## src/rtl/rpst_pkg.sv

```systemverilog
// rpst_pkg: types and constants shared by the rank-packed sparse slot table.
// No dependencies.
package rpst_pkg;

   localparam int POS_W   = 5;
   localparam int TAG_W   = 2;
   localparam int MODE_W  = 2;
   localparam int COUNT_W = 5;
   localparam int WORD_W  = 32;

   localparam logic [MODE_W-1:0] MODE_GET    = 2'd0;
   localparam logic [MODE_W-1:0] MODE_SET    = 2'd1;
   localparam logic [MODE_W-1:0] MODE_REMOVE = 2'd2;

   typedef struct packed {
      logic [MODE_W-1:0] mode;
      logic [POS_W-1:0]  position;
      logic [TAG_W-1:0]  tag_in;
   } req_type;

   typedef struct packed {
      logic               was_occupied;
      logic [TAG_W-1:0]   tag_out;
      logic [COUNT_W-1:0] stored_count;
      logic               rejected;
      logic [WORD_W-1:0]  occupancy_map;
      logic [WORD_W-1:0]  packed_tags;
   } rsp_type;

   // One stored tag and the position it belongs to.
   typedef struct packed {
      logic             valid;
      logic [POS_W-1:0] pos;
      logic [TAG_W-1:0] tag;
   } entry_type;

   // Update broadcast to every cell of the chain.
   typedef struct packed {
      logic             ins;
      logic             rem;
      logic             ovr;
      logic [POS_W-1:0] pos;
      logic [TAG_W-1:0] tag;
   } cmd_type;

endpackage

```

## src/rtl/rank_packed_sparse_slot_table_core.sv

```systemverilog
// rank_packed_sparse_slot_table_core: sparse position-to-tag table, tags packed by rank.
// Built from a chain of rpst_cell slots. Depends on rpst_pkg and rpst_cell.
//
// Usage:
//   A request (req_data: mode, position, tag_in) is taken at a rising edge where
//   start is high and busy is low. Mode get reads a position, set writes a tag
//   (insert with the higher ranks moving up, or overwrite in place), remove
//   deletes a tag and moves the higher ranks down.
//   Each request gives one response on rsp_data, marked by rsp_valid for one
//   cycle, in the cycle right after the request was taken. The receiver has no
//   way to stall it and must take it in that cycle.
//   Latency is one cycle and a new request may be taken every cycle: the
//   slot chain does the shift of all ranks in the cycle of the request, each
//   cell looking only at its two neighbors and the broadcast position.
//   Set on a new position with MAX_STORED tags held is refused (rejected).
//   Positions at or above NUM_POSITIONS read as empty and are never written.
//   Reset empties the table; busy is high during reset and the cycle after.
module rank_packed_sparse_slot_table_core
   import rpst_pkg::*;
#(
   parameter int NUM_POSITIONS = 32,
   parameter int MAX_STORED    = 16
) (
   input  logic    clock,
   input  logic    reset,
   input  logic    start,
   input  req_type req_data,
   output logic    busy,
   output logic    rsp_valid,
   output rsp_type rsp_data
);

   entry_type cur   [MAX_STORED];
   entry_type nxt   [MAX_STORED];
   entry_type below [MAX_STORED];
   entry_type above [MAX_STORED];

   logic               busy_ff;
   logic               rsp_valid_ff;
   rsp_type            rsp_ff;
   rsp_type            rsp_in;
   logic [WORD_W-1:0]  occ_ff;
   logic [WORD_W-1:0]  occ_in;
   logic [COUNT_W-1:0] count_ff;
   logic [COUNT_W-1:0] count_in;
   logic               accept;
   logic               in_range;
   logic               was;
   logic [TAG_W-1:0]   old_tag;
   logic               is_set;
   logic               full;
   logic               rej;
   cmd_type            cmd;
   logic [WORD_W-1:0]  packed_next;

   assign accept   = start && !busy_ff;
   assign in_range = {1'b0, req_data.position} < (POS_W+1)'(NUM_POSITIONS);
   assign is_set   = req_data.mode == MODE_SET;
   assign full     = count_ff >= COUNT_W'(MAX_STORED);

   always_comb begin
      was     = 1'b0;
      old_tag = '0;
      for (int k = 0; k < MAX_STORED; k++) begin
         if (cur[k].valid && (cur[k].pos == req_data.position)) begin
            was     = 1'b1;
            old_tag = old_tag | cur[k].tag;
         end
      end
      was     = was && in_range;
      old_tag = was ? old_tag : '0;
   end

   always_comb begin
      rej     = accept && in_range && is_set && !was && full;
      cmd.ins = accept && in_range && is_set && !was && !full;
      cmd.ovr = accept && is_set && was;
      cmd.rem = accept && (req_data.mode == MODE_REMOVE) && was;
      cmd.pos = req_data.position;
      cmd.tag = req_data.tag_in;
   end

   always_comb begin
      for (int k = 0; k < MAX_STORED; k++) begin
         if (k == 0) begin
            below[k] = '{valid: 1'b1, pos: '0, tag: '0};
         end else begin
            below[k] = cur[k-1];
         end
         if (k == MAX_STORED - 1) begin
            above[k] = '0;
         end else begin
            above[k] = cur[k+1];
         end
      end
   end

   for (genvar g = 0; g < MAX_STORED; g++) begin : g_slot
      rpst_cell u_cell (
         .clock      (clock),
         .reset      (reset),
         .cmd        (cmd),
         .below      (below[g]),
         .above      (above[g]),
         .entry      (cur[g]),
         .entry_next (nxt[g])
      );
   end

   always_comb begin
      packed_next = '0;
      for (int k = 0; k < MAX_STORED; k++) begin
         packed_next[2*k +: TAG_W] = nxt[k].valid ? nxt[k].tag : '0;
      end
   end

   always_comb begin
      occ_in   = occ_ff;
      count_in = count_ff;
      if (cmd.ins) begin
         occ_in[req_data.position] = 1'b1;
         count_in = count_ff + COUNT_W'(1);
      end else if (cmd.rem) begin
         occ_in[req_data.position] = 1'b0;
         count_in = count_ff - COUNT_W'(1);
      end
      rsp_in.was_occupied  = was;
      rsp_in.tag_out       = old_tag;
      rsp_in.stored_count  = count_in;
      rsp_in.rejected      = rej;
      rsp_in.occupancy_map = occ_in;
      rsp_in.packed_tags   = packed_next;
   end

   always_ff @(posedge clock) begin
      if (reset) begin
         busy_ff      <= 1'b1;
         rsp_valid_ff <= 1'b0;
         occ_ff       <= '0;
         count_ff     <= '0;
      end else begin
         busy_ff      <= 1'b0;
         rsp_valid_ff <= accept;
         occ_ff       <= occ_in;
         count_ff     <= count_in;
      end
   end

   always_ff @(posedge clock) begin
      if (accept) begin
         rsp_ff <= rsp_in;
      end
   end

   assign busy      = busy_ff;
   assign rsp_valid = rsp_valid_ff;
   assign rsp_data  = rsp_ff;

endmodule

```

## src/rtl/rpst_cell.sv

```systemverilog
// rpst_cell: one rank slot of the table, kept sorted by position.
// Takes from its lower neighbor on insert, from its upper neighbor on remove.
// Depends on rpst_pkg.
module rpst_cell
   import rpst_pkg::*;
(
   input  logic      clock,
   input  logic      reset,
   input  cmd_type   cmd,
   input  entry_type below,
   input  entry_type above,
   output entry_type entry,
   output entry_type entry_next
);

   entry_type entry_ff;
   entry_type entry_in;
   entry_type new_entry;
   logic      self_gt;
   logic      self_ge;
   logic      below_gt;

   always_comb begin
      new_entry.valid = 1'b1;
      new_entry.pos   = cmd.pos;
      new_entry.tag   = cmd.tag;
      self_gt  = entry_ff.valid && (entry_ff.pos > cmd.pos);
      self_ge  = entry_ff.valid && (entry_ff.pos >= cmd.pos);
      below_gt = below.valid && (below.pos > cmd.pos);
      entry_in = entry_ff;
      if (cmd.ins) begin
         if (!entry_ff.valid || self_gt) begin
            if (below_gt) begin
               entry_in = below;
            end else if (below.valid) begin
               entry_in = new_entry;
            end
         end
      end else if (cmd.rem) begin
         if (self_ge) begin
            entry_in = above;
         end
      end else if (cmd.ovr) begin
         if (entry_ff.valid && (entry_ff.pos == cmd.pos)) begin
            entry_in.tag = cmd.tag;
         end
      end
   end

   always_ff @(posedge clock) begin
      if (reset) begin
         entry_ff <= '0;
      end else begin
         entry_ff <= entry_in;
      end
   end

   assign entry      = entry_ff;
   assign entry_next = entry_in;

endmodule
```

## config.mk

```make
export PLATFORM = sky130hd
export DESIGN_NAME = rank_packed_sparse_slot_table_core
export DESIGN_NICKNAME = d
export VERILOG_FILES = /design/src/rtl/rpst_pkg.sv /design/src/rtl/rank_packed_sparse_slot_table_core.sv /design/src/rtl/rpst_cell.sv
export SDC_FILE = /design/constraint.sdc
export NUM_CORES = 1
export LEC_CHECK = 0
export BUFFER_PORTS_ARGS = -buffer_cell sky130_fd_sc_hd__buf_2
export CAP_MARGIN = 20
export CELL_PAD_IN_SITES_DETAIL_PLACEMENT = 1
export CELL_PAD_IN_SITES_GLOBAL_PLACEMENT = 1
export CORE_UTILIZATION = 40
export CTS_CLUSTER_DIAMETER = 150
export DETAILED_ROUTE_END_ITERATION = 7
export GPL_TIMING_DRIVEN = 0
export PLACE_DENSITY_LB_ADDON = 0.1
export REMOVE_ABC_BUFFERS = 1
export SYNTH_ARGS = -nofsm -noshare
export SYNTH_HDL_FRONTEND = slang
export SYNTH_HIERARCHICAL = 1
export SYNTH_SLANG_ARGS = --single-unit
```

## constraint.sdc

```tcl
create_clock -name clock -period 7.4 [get_ports clock]
set_clock_uncertainty 0.15 [all_clocks]
set_input_delay 0.37 -clock clock [delete_from_list [all_inputs] [get_ports clock]]
set_output_delay 0.37 -clock clock [all_outputs]
set_load 0.03 [all_outputs]
```

==> metrics.txt, run 1 <==
# TYPE chip_impl_metric gauge
chip_impl_metric{name="die_height",unit="um"} 239
chip_impl_metric{name="cts_num_sinks",unit=""} 240
chip_impl_metric{name="max_slew.worst_pin.slew",unit="ps"} 1180
chip_impl_metric{name="timing.critical_path.arrival",unit="ps"} 5410
chip_impl_metric{name="cellPowerDensity",unit="mW/mm2"} 145
chip_impl_metric{name="final_area",unit="mm2"} 0.0247
chip_impl_info{name="run_status",value="finished, final reports clean"} 1
chip_impl_metric{name="row_count",unit=""} 86
chip_impl_metric{name="dpl.hpwl",unit="um"} 54100
chip_impl_info{name="most_common_library_cell_in_the_layout_ignoring_fill_and_taps",value="sky130_fd_sc_hd__nand2_1"} 1
chip_impl_metric{name="pwr-share-seq",unit="%"} 39.2
chip_impl_metric{name="timing.critical_path.required",unit="ps"} 7720
chip_impl_metric{name="design.die.area",unit="mm2"} 0.0569
chip_impl_metric{name="min_period_over_period",unit="%"} 68.8
chip_impl_metric{name="clock_power_share",unit="%"} 46.6
chip_impl_metric{name="max_slew_margin",unit="%"} 21.6
chip_impl_info{name="clock_root_buffer",value="sky130_fd_sc_hd__clkbuf_16"} 1
chip_impl_metric{name="drt_pre_antenna_iters",unit=""} 5
chip_impl_metric{name="totalPowerFinal",unit="W"} 0.00358
chip_impl_metric{name="drive_above_1_share",unit="%"} 18.1
chip_impl_metric{name="vias_per_cell",unit=""} 6.34
chip_impl_info{name="setup.worst_path.class",value="in2reg"} 1
chip_impl_metric{name="port_buffers",unit=""} 86
chip_impl_metric{name="initial_core_util",unit="%"} 40.6
chip_impl_metric{name="ff2ff_path_depth",unit=""} 13
chip_impl_metric{name="intPower",unit="W"} 0.00253
chip_impl_metric{name="layout_min_cycle_time",unit="ps"} 5090
chip_impl_metric{name="core_area",unit="mm2"} 0.0552
chip_impl_metric{name="tritoncts.num_buffers",unit=""} 35
chip_impl_metric{name="synth_cells",unit=""} 2423
chip_impl_metric{name="grt_usage",unit="%"} 27.2
chip_impl_info{name="end_kind",value="flop"} 1
chip_impl_metric{name="num_vias",unit=""} 20700
chip_impl_metric{name="dieWidth",unit="um"} 239
chip_impl_metric{name="clock_insertion_delay_worst_skew",unit="ps"} 560
chip_impl_metric{name="final.hold.worst_slack",unit="ps"} 99.8
chip_impl_metric{name="count_of_nets_left_with_antenna_violations_after_detail_routing",unit=""} 0
chip_impl_info{name="cts_tree",value="done"} 1
chip_impl_metric{name="clk_transition_reported_paths",unit="ps"} 50
chip_impl_metric{name="power.leakage",unit="nW"} 9.49
chip_impl_metric{name="drv.max_cap_violation_count",unit=""} 0
chip_impl_info{name="worstSetupStartpointType",value="primary input"} 1
chip_impl_metric{name="vdd_ir_drop_max",unit="mV"} 0.124
chip_impl_metric{name="routed_wl",unit="um"} 78700
chip_impl_metric{name="detail_route.drc_violations",unit=""} 0
chip_impl_metric{name="numnets_final",unit=""} 2671
chip_impl_metric{name="comb_power_share",unit="%"} 14.3
chip_impl_metric{name="fmax",unit="MHz"} 197
chip_impl_metric{name="antenna_cells",unit=""} 0
chip_impl_metric{name="grt_first_pass_wirelength",unit="um"} 123000
chip_impl_info{name="grt_setup_unrepaired",value="false"} 1
chip_impl_metric{name="syn_area",unit="mm2"} 0.0224
chip_impl_info{name="final_cell_mix",value="sky130_fd_sc_hd__nand2_1 (181), sky130_fd_sc_hd__dfxtp_1 (167), sky130_fd_sc_hd__ha_1 (162)"} 1
chip_impl_metric{name="cts_resized",unit=""} 0
chip_impl_metric{name="clock_path_buffers",unit=""} 3
chip_impl_metric{name="hold_viol_final",unit=""} 0
chip_impl_metric{name="grt_antenna_before_repair",unit=""} 0
chip_impl_metric{name="p_sw_share",unit="%"} 29.4
chip_impl_metric{name="area_growth_syn_to_layout",unit="%"} 10.3
chip_impl_metric{name="ctsHtreeMaxLevel",unit=""} 2
chip_impl_metric{name="hold_path_cells",unit=""} 2
chip_impl_metric{name="first_global_vias",unit=""} 21600
chip_impl_metric{name="globalRoute.totalOverflow",unit=""} 0
chip_impl_metric{name="power.net_switching",unit="W"} 0.00105
chip_impl_info{name="min-delay-path-class",value="in2reg"} 1
chip_impl_metric{name="detailed_place.area",unit="mm2"} 0.0236
chip_impl_metric{name="avgRoutedWirePerCell",unit="um"} 24.1
chip_impl_metric{name="timing.final.max_slew_violations",unit=""} 0
chip_impl_metric{name="grt_max_degree",unit=""} 147
chip_impl_metric{name="gp_congestion",unit=""} 0.869
chip_impl_metric{name="yosysWarnings",unit=""} 6
chip_impl_metric{name="drt_iter0_drc",unit=""} 1154
chip_impl_metric{name="setup_viol_count_final",unit=""} 0
chip_impl_metric{name="critPathMaxFanout",unit=""} 146
chip_impl_metric{name="postSynthAreaPerCell",unit="um2"} 9.24
chip_impl_metric{name="num_io_pins",unit=""} 87
-- worst max-delay path, cell delays in order --
cell and delay, ps:
sky130_fd_sc_hd__buf_4 400, sky130_fd_sc_hd__buf_16 360, sky130_fd_sc_hd__xor2_1 180, sky130_fd_sc_hd__nor4_1 70, sky130_fd_sc_hd__and3_1 240, sky130_fd_sc_hd__nor4_1 300
sky130_fd_sc_hd__and4_2 560, sky130_fd_sc_hd__buf_12 270, sky130_fd_sc_hd__nand2_1 200, sky130_fd_sc_hd__inv_8 440, sky130_fd_sc_hd__buf_16 470, sky130_fd_sc_hd__clkinv_1 470
sky130_fd_sc_hd__a311oi_4 530, sky130_fd_sc_hd__o21ai_2 130, sky130_fd_sc_hd__a31oi_1 190
-- per-layer routing --
layer | global-route usage [%] | share of wire [%] | up-vias
met4 | 9.56 | 2.9 | 0
li1 | - | - | 9659
met1 | 34.7 | 45 | 10500
met5 | 0 | 0 | -
met3 | 2.68 | 3.2 | 162
met2 | 47.5 | 49 | 429
-- power by group through the flow --
| stage | registers (W) | clock network, W | logic [W] |
|---|---|---|---|
| after floorplan | 0.00145 | 0 | 0.000304 |
| after global placement | 0.00143 | 0 | 0.000479 |
| after detailed placement | 0.00143 | 0 | 0.000504 |
| after CTS | 0.00140 | 0.00171 | 0.000508 |
| after global routing | 0.00140 | 0.00176 | 0.000554 |
| final | 0.00140 | 0.00167 | 0.000511 |
-- layout make-up --
type / instances / area [um2]
fillers: 6330 / 30500
multi-input cells: 1951 / 15700
flip-flops and latches: 240 / 5540
clock buffers: 49 / 958
well taps: 748 / 936
repair buffers: 101 / 801
inverters: 168 / 643
clock inverters: 15 / 161
-- flip-flops by register name, indices dropped and copies added (netlist names) --
signal and cells:
rsp_data 73, occ_ff 32, busy 1, count_ff 5, g_slot.u_cell/entry 128, rsp_valid 1
-- stage by stage --
stage                     setup slack (ps)  std cells  TNS, ps  utilization, %
after floorplan                      -1280       2359  -106420               -
after global placement               -6540       3193  -908260            42.0
after detailed placement              1820       3207        0            42.7
after CTS                             2410       3272        0            44.7
after global routing                  2040       3272        0            44.7
final                                 2310       3272        0            44.7
-- repair_timing --
action,CTS,global route
hold endpoints to repair,1,0
buffers inserted,0,0
hold buffers,1,0
setup endpoints to repair,0,0
-- worst paths after layout --
check,endpoint,from,slack (ps)
setup / recovery,g_slot[0].u_cell/entry[2],req_data[2],2310
hold / removal,g_slot[10].u_cell/entry[6],reset,100
setup reg to reg,g_slot[0].u_cell/entry[2],g_slot[11].u_cell/entry[5],2400
hold reg to reg,occ_ff[2],occ_ff[2],330
Note: power is estimated with default switching activity, not from simulation.
==> run 2: changes to the inputs <==
clock period = 4.81 ns   (was 7.4 ns; I/O delays follow)
==> run 2 against run 1 <==
Net effect:
- global-route usage rose by 0.21 points
- hold slack worse by 19 ps
- design area is 0.20% higher
- non-clock buffer count grew 2
- count of clock-buffer cells in the layout stayed put
- clock power increased by 54%
- sequential power grew 54%
- die area is the same
- first-iteration DRC count rose by 0.61%
- setup slack got worse by 2000 ps
- sequential cell count is the same
- via count fell by 0.18%
- critical path type is now reg2reg
==> metrics.txt, run 2 (same netlist as run 1, synthesis figures left out) <==
# TYPE chip_impl_metric gauge
chip_impl_info{name="run_status",value="finished, final reports clean"} 1
chip_impl_metric{name="antenna_cells",unit=""} 0
chip_impl_metric{name="detail_route.drc_violations",unit=""} 0
chip_impl_metric{name="gp_congestion",unit=""} 0.869
chip_impl_metric{name="core_area",unit="mm2"} 0.0552
chip_impl_metric{name="tritoncts.num_buffers",unit=""} 35
chip_impl_metric{name="fmax",unit="MHz"} 223
chip_impl_metric{name="first_global_vias",unit=""} 21600
chip_impl_metric{name="dieWidth",unit="um"} 239
chip_impl_info{name="most_common_library_cell_in_the_layout_ignoring_fill_and_taps",value="sky130_fd_sc_hd__nand2_1"} 1
chip_impl_metric{name="largest_reg_flops",unit=""} 128
chip_impl_metric{name="row_count",unit=""} 86
chip_impl_info{name="rr_startpoint",value="g_slot[0].u_cell/entry[3]"} 1
chip_impl_metric{name="initial_core_util",unit="%"} 40.6
chip_impl_metric{name="numnets_final",unit=""} 2673
chip_impl_metric{name="drive_above_1_share",unit="%"} 18.1
chip_impl_metric{name="vdd_ir_drop_max",unit="mV"} 0.191
chip_impl_info{name="grt_setup_unrepaired",value="false"} 1
chip_impl_metric{name="layout.area.seq",unit="mm2"} 0.00554
chip_impl_metric{name="die_height",unit="um"} 239
chip_impl_info{name="worstSetupStartpointType",value="flop"} 1
chip_impl_metric{name="grt_max_degree",unit=""} 104
chip_impl_metric{name="max_slew_margin",unit="%"} 23.1
chip_impl_metric{name="fill_cells",unit=""} 6329
chip_impl_metric{name="comb_power_share",unit="%"} 14.3
chip_impl_info{name="worst_hold_path.endpoint",value="rsp_data[64]"} 1
chip_impl_metric{name="num_vias",unit=""} 20700
chip_impl_metric{name="area_growth_syn_to_layout",unit="%"} 10.5
chip_impl_metric{name="cellPowerDensity",unit="mW/mm2"} 223
chip_impl_metric{name="globalRoute.totalOverflow",unit=""} 0
chip_impl_metric{name="grt_antenna_before_repair",unit=""} 0
chip_impl_metric{name="setup_viol_count_final",unit=""} 0
chip_impl_metric{name="port_buffers",unit=""} 86
chip_impl_metric{name="design.die.area",unit="mm2"} 0.0569
chip_impl_metric{name="max_slew.worst_pin.slew",unit="ps"} 1150
chip_impl_metric{name="layout_min_cycle_time",unit="ps"} 4490
chip_impl_metric{name="intPower",unit="W"} 0.00389
chip_impl_info{name="cts_tree",value="done"} 1
chip_impl_metric{name="hold_viol_final",unit=""} 0
chip_impl_info{name="worstReg2RegEnd",value="g_slot[0].u_cell/entry[2]"} 1
chip_impl_metric{name="clock_insertion_delay_worst_skew",unit="ps"} 560
chip_impl_metric{name="cts_num_sinks",unit=""} 240
chip_impl_metric{name="ff2ff_setup_slack",unit="ps"} 320
chip_impl_info{name="clock_root_buffer",value="sky130_fd_sc_hd__clkbuf_16"} 1
chip_impl_metric{name="power.leakage",unit="nW"} 9.52
chip_impl_metric{name="critPathMaxFanout",unit=""} 80
chip_impl_metric{name="drv.max_cap_violation_count",unit=""} 0
chip_impl_metric{name="vias_per_cell",unit=""} 6.32
chip_impl_metric{name="totalPowerFinal",unit="W"} 0.00551
chip_impl_metric{name="min_period_over_period",unit="%"} 93.4
chip_impl_metric{name="drt_pre_antenna_iters",unit=""} 5
chip_impl_metric{name="clk_transition_reported_paths",unit="ps"} 50
chip_impl_metric{name="ff2ff_path_depth",unit=""} 13
chip_impl_info{name="setup.worst_path.class",value="reg2reg"} 1
chip_impl_metric{name="routed_wl",unit="um"} 79300
chip_impl_metric{name="pwr-share-seq",unit="%"} 39.1
chip_impl_metric{name="avgRoutedWirePerCell",unit="um"} 24.2
chip_impl_metric{name="power.net_switching",unit="W"} 0.00162
chip_impl_metric{name="num_io_pins",unit=""} 87
chip_impl_metric{name="grt_usage",unit="%"} 27.4
chip_impl_metric{name="multi_input_comb_area",unit="mm2"} 0.0157
chip_impl_metric{name="timing.critical_path.required",unit="ps"} 5130
chip_impl_metric{name="clock_power_share",unit="%"} 46.6
chip_impl_metric{name="grt_first_pass_wirelength",unit="um"} 124000
chip_impl_metric{name="ctsHtreeMaxLevel",unit=""} 2
chip_impl_info{name="end_kind",value="flop"} 1
chip_impl_metric{name="final.hold.worst_slack",unit="ps"} 80.5
chip_impl_metric{name="timing.critical_path.arrival",unit="ps"} 4820
chip_impl_info{name="final_cell_mix",value="sky130_fd_sc_hd__nand2_1 (181), sky130_fd_sc_hd__dfxtp_1 (167), sky130_fd_sc_hd__ha_1 (162)"} 1
chip_impl_info{name="min-delay-path-class",value="in2reg"} 1
chip_impl_metric{name="count_of_nets_left_with_antenna_violations_after_detail_routing",unit=""} 0
chip_impl_metric{name="clock_path_buffers",unit=""} 3
chip_impl_metric{name="p_sw_share",unit="%"} 29.4
chip_impl_metric{name="timing.final.max_slew_violations",unit=""} 0
chip_impl_metric{name="hold_path_cells",unit=""} 3
chip_impl_metric{name="dpl.hpwl",unit="um"} 54100
chip_impl_metric{name="drt_iter0_drc",unit=""} 1161
chip_impl_info{name="hold_start",value="req_data[7]"} 1
[run 2: cell count changes in the layout (fill, tap and decap cells not counted)]
cell	delta
sky130_fd_sc_hd__clkinv_8	+1
sky130_fd_sc_hd__inv_8	-1
sky130_fd_sc_hd__and4_4	+1
sky130_fd_sc_hd__dlygate4sd3_1	+1
sky130_fd_sc_hd__and4_2	-1
sky130_fd_sc_hd__bufbuf_16	+1
[run 2: power groups by stage]
stage	logic (W)	clock network [W]	registers, W
2_1_floorplan	0.000468	0	0.00223
3_3_place_gp	0.000736	0	0.00220
3_5_place_dp	0.000776	0	0.00220
4_1_cts	0.000786	0.00264	0.00216
5_1_grt	0.000856	0.00271	0.00216
6_report	0.000791	0.00257	0.00216
[run 2: how the worst max path moves through the flow]
| stage | start | to | slack, ps | depth (start not counted) |
|---|---|---|---|---|
| floorplan | busy | g_slot[0].u_cell/entry[2] | -3870 | 10 |
| global placement | req_data[2] | g_slot[15].u_cell/entry[4] | -9000 | 11 |
| detailed placement | req_data[2] | g_slot[0].u_cell/entry[2] | -640 | 15 |
| CTS | g_slot[11].u_cell/entry[5] | g_slot[0].u_cell/entry[2] | 130 | 13 |
| global route | g_slot[0].u_cell/entry[5] | g_slot[0].u_cell/entry[2] | 20 | 13 |
| finish | g_slot[0].u_cell/entry[3] | g_slot[0].u_cell/entry[2] | 320 | 13 |
[run 2: stage by stage]
step                util [%]  area, um2  setup WS [ps]  cells  TNS (ps)
floorplan                  -      21800          -3870   2359   -520250
global route            44.8      24700           19.7   3274         0
finish                  44.8      24700            317   3274         0
detailed placement      42.7      23600           -640   3207    -17250
CTS                     44.8      24700            126   3274         0
global placement        42.0      23200          -9000   3193  -1417390
[run 2: cell type report]
class	count	share of cell area [%]
sequential	240	22.4
multi-input combinational	1951	63.3
inverter	168	2.62
clock inverter	15	0.652
tap	748	3.78
timing repair buffer	103	3.41
clock buffer	49	3.87
[run 2: timing repair]
item                                    CTS  global route
resized for setup                         0             2
buffers inserted                          0             0
endpoints found under the hold margin     5             0
hold buffers                              2             0
endpoints found under the setup margin    8            11
gates cloned                              1             0
[run 2: layer usage]
layer | GRT usage, % | share of wire, %
met1 | 35.0 | 45
met5 | 0 | 0
met4 | 9.54 | 2.8
met2 | 47.9 | 49
met3 | 2.71 | 3.1
[run 2: worst max-delay path, stage by stage, from the launching register on]
cell and delay (ps):
sky130_fd_sc_hd__dfxtp_1 570, sky130_fd_sc_hd__xor2_1 200, sky130_fd_sc_hd__nor4_1 60, sky130_fd_sc_hd__and3_1 240, sky130_fd_sc_hd__nor4_1 320, sky130_fd_sc_hd__and4_4 440
sky130_fd_sc_hd__buf_12 250, sky130_fd_sc_hd__nand2_1 210, sky130_fd_sc_hd__clkinv_8 360, sky130_fd_sc_hd__buf_16 340, sky130_fd_sc_hd__clkinv_1 370, sky130_fd_sc_hd__a311oi_4 520
sky130_fd_sc_hd__o21ai_2 140, sky130_fd_sc_hd__a31oi_1 190
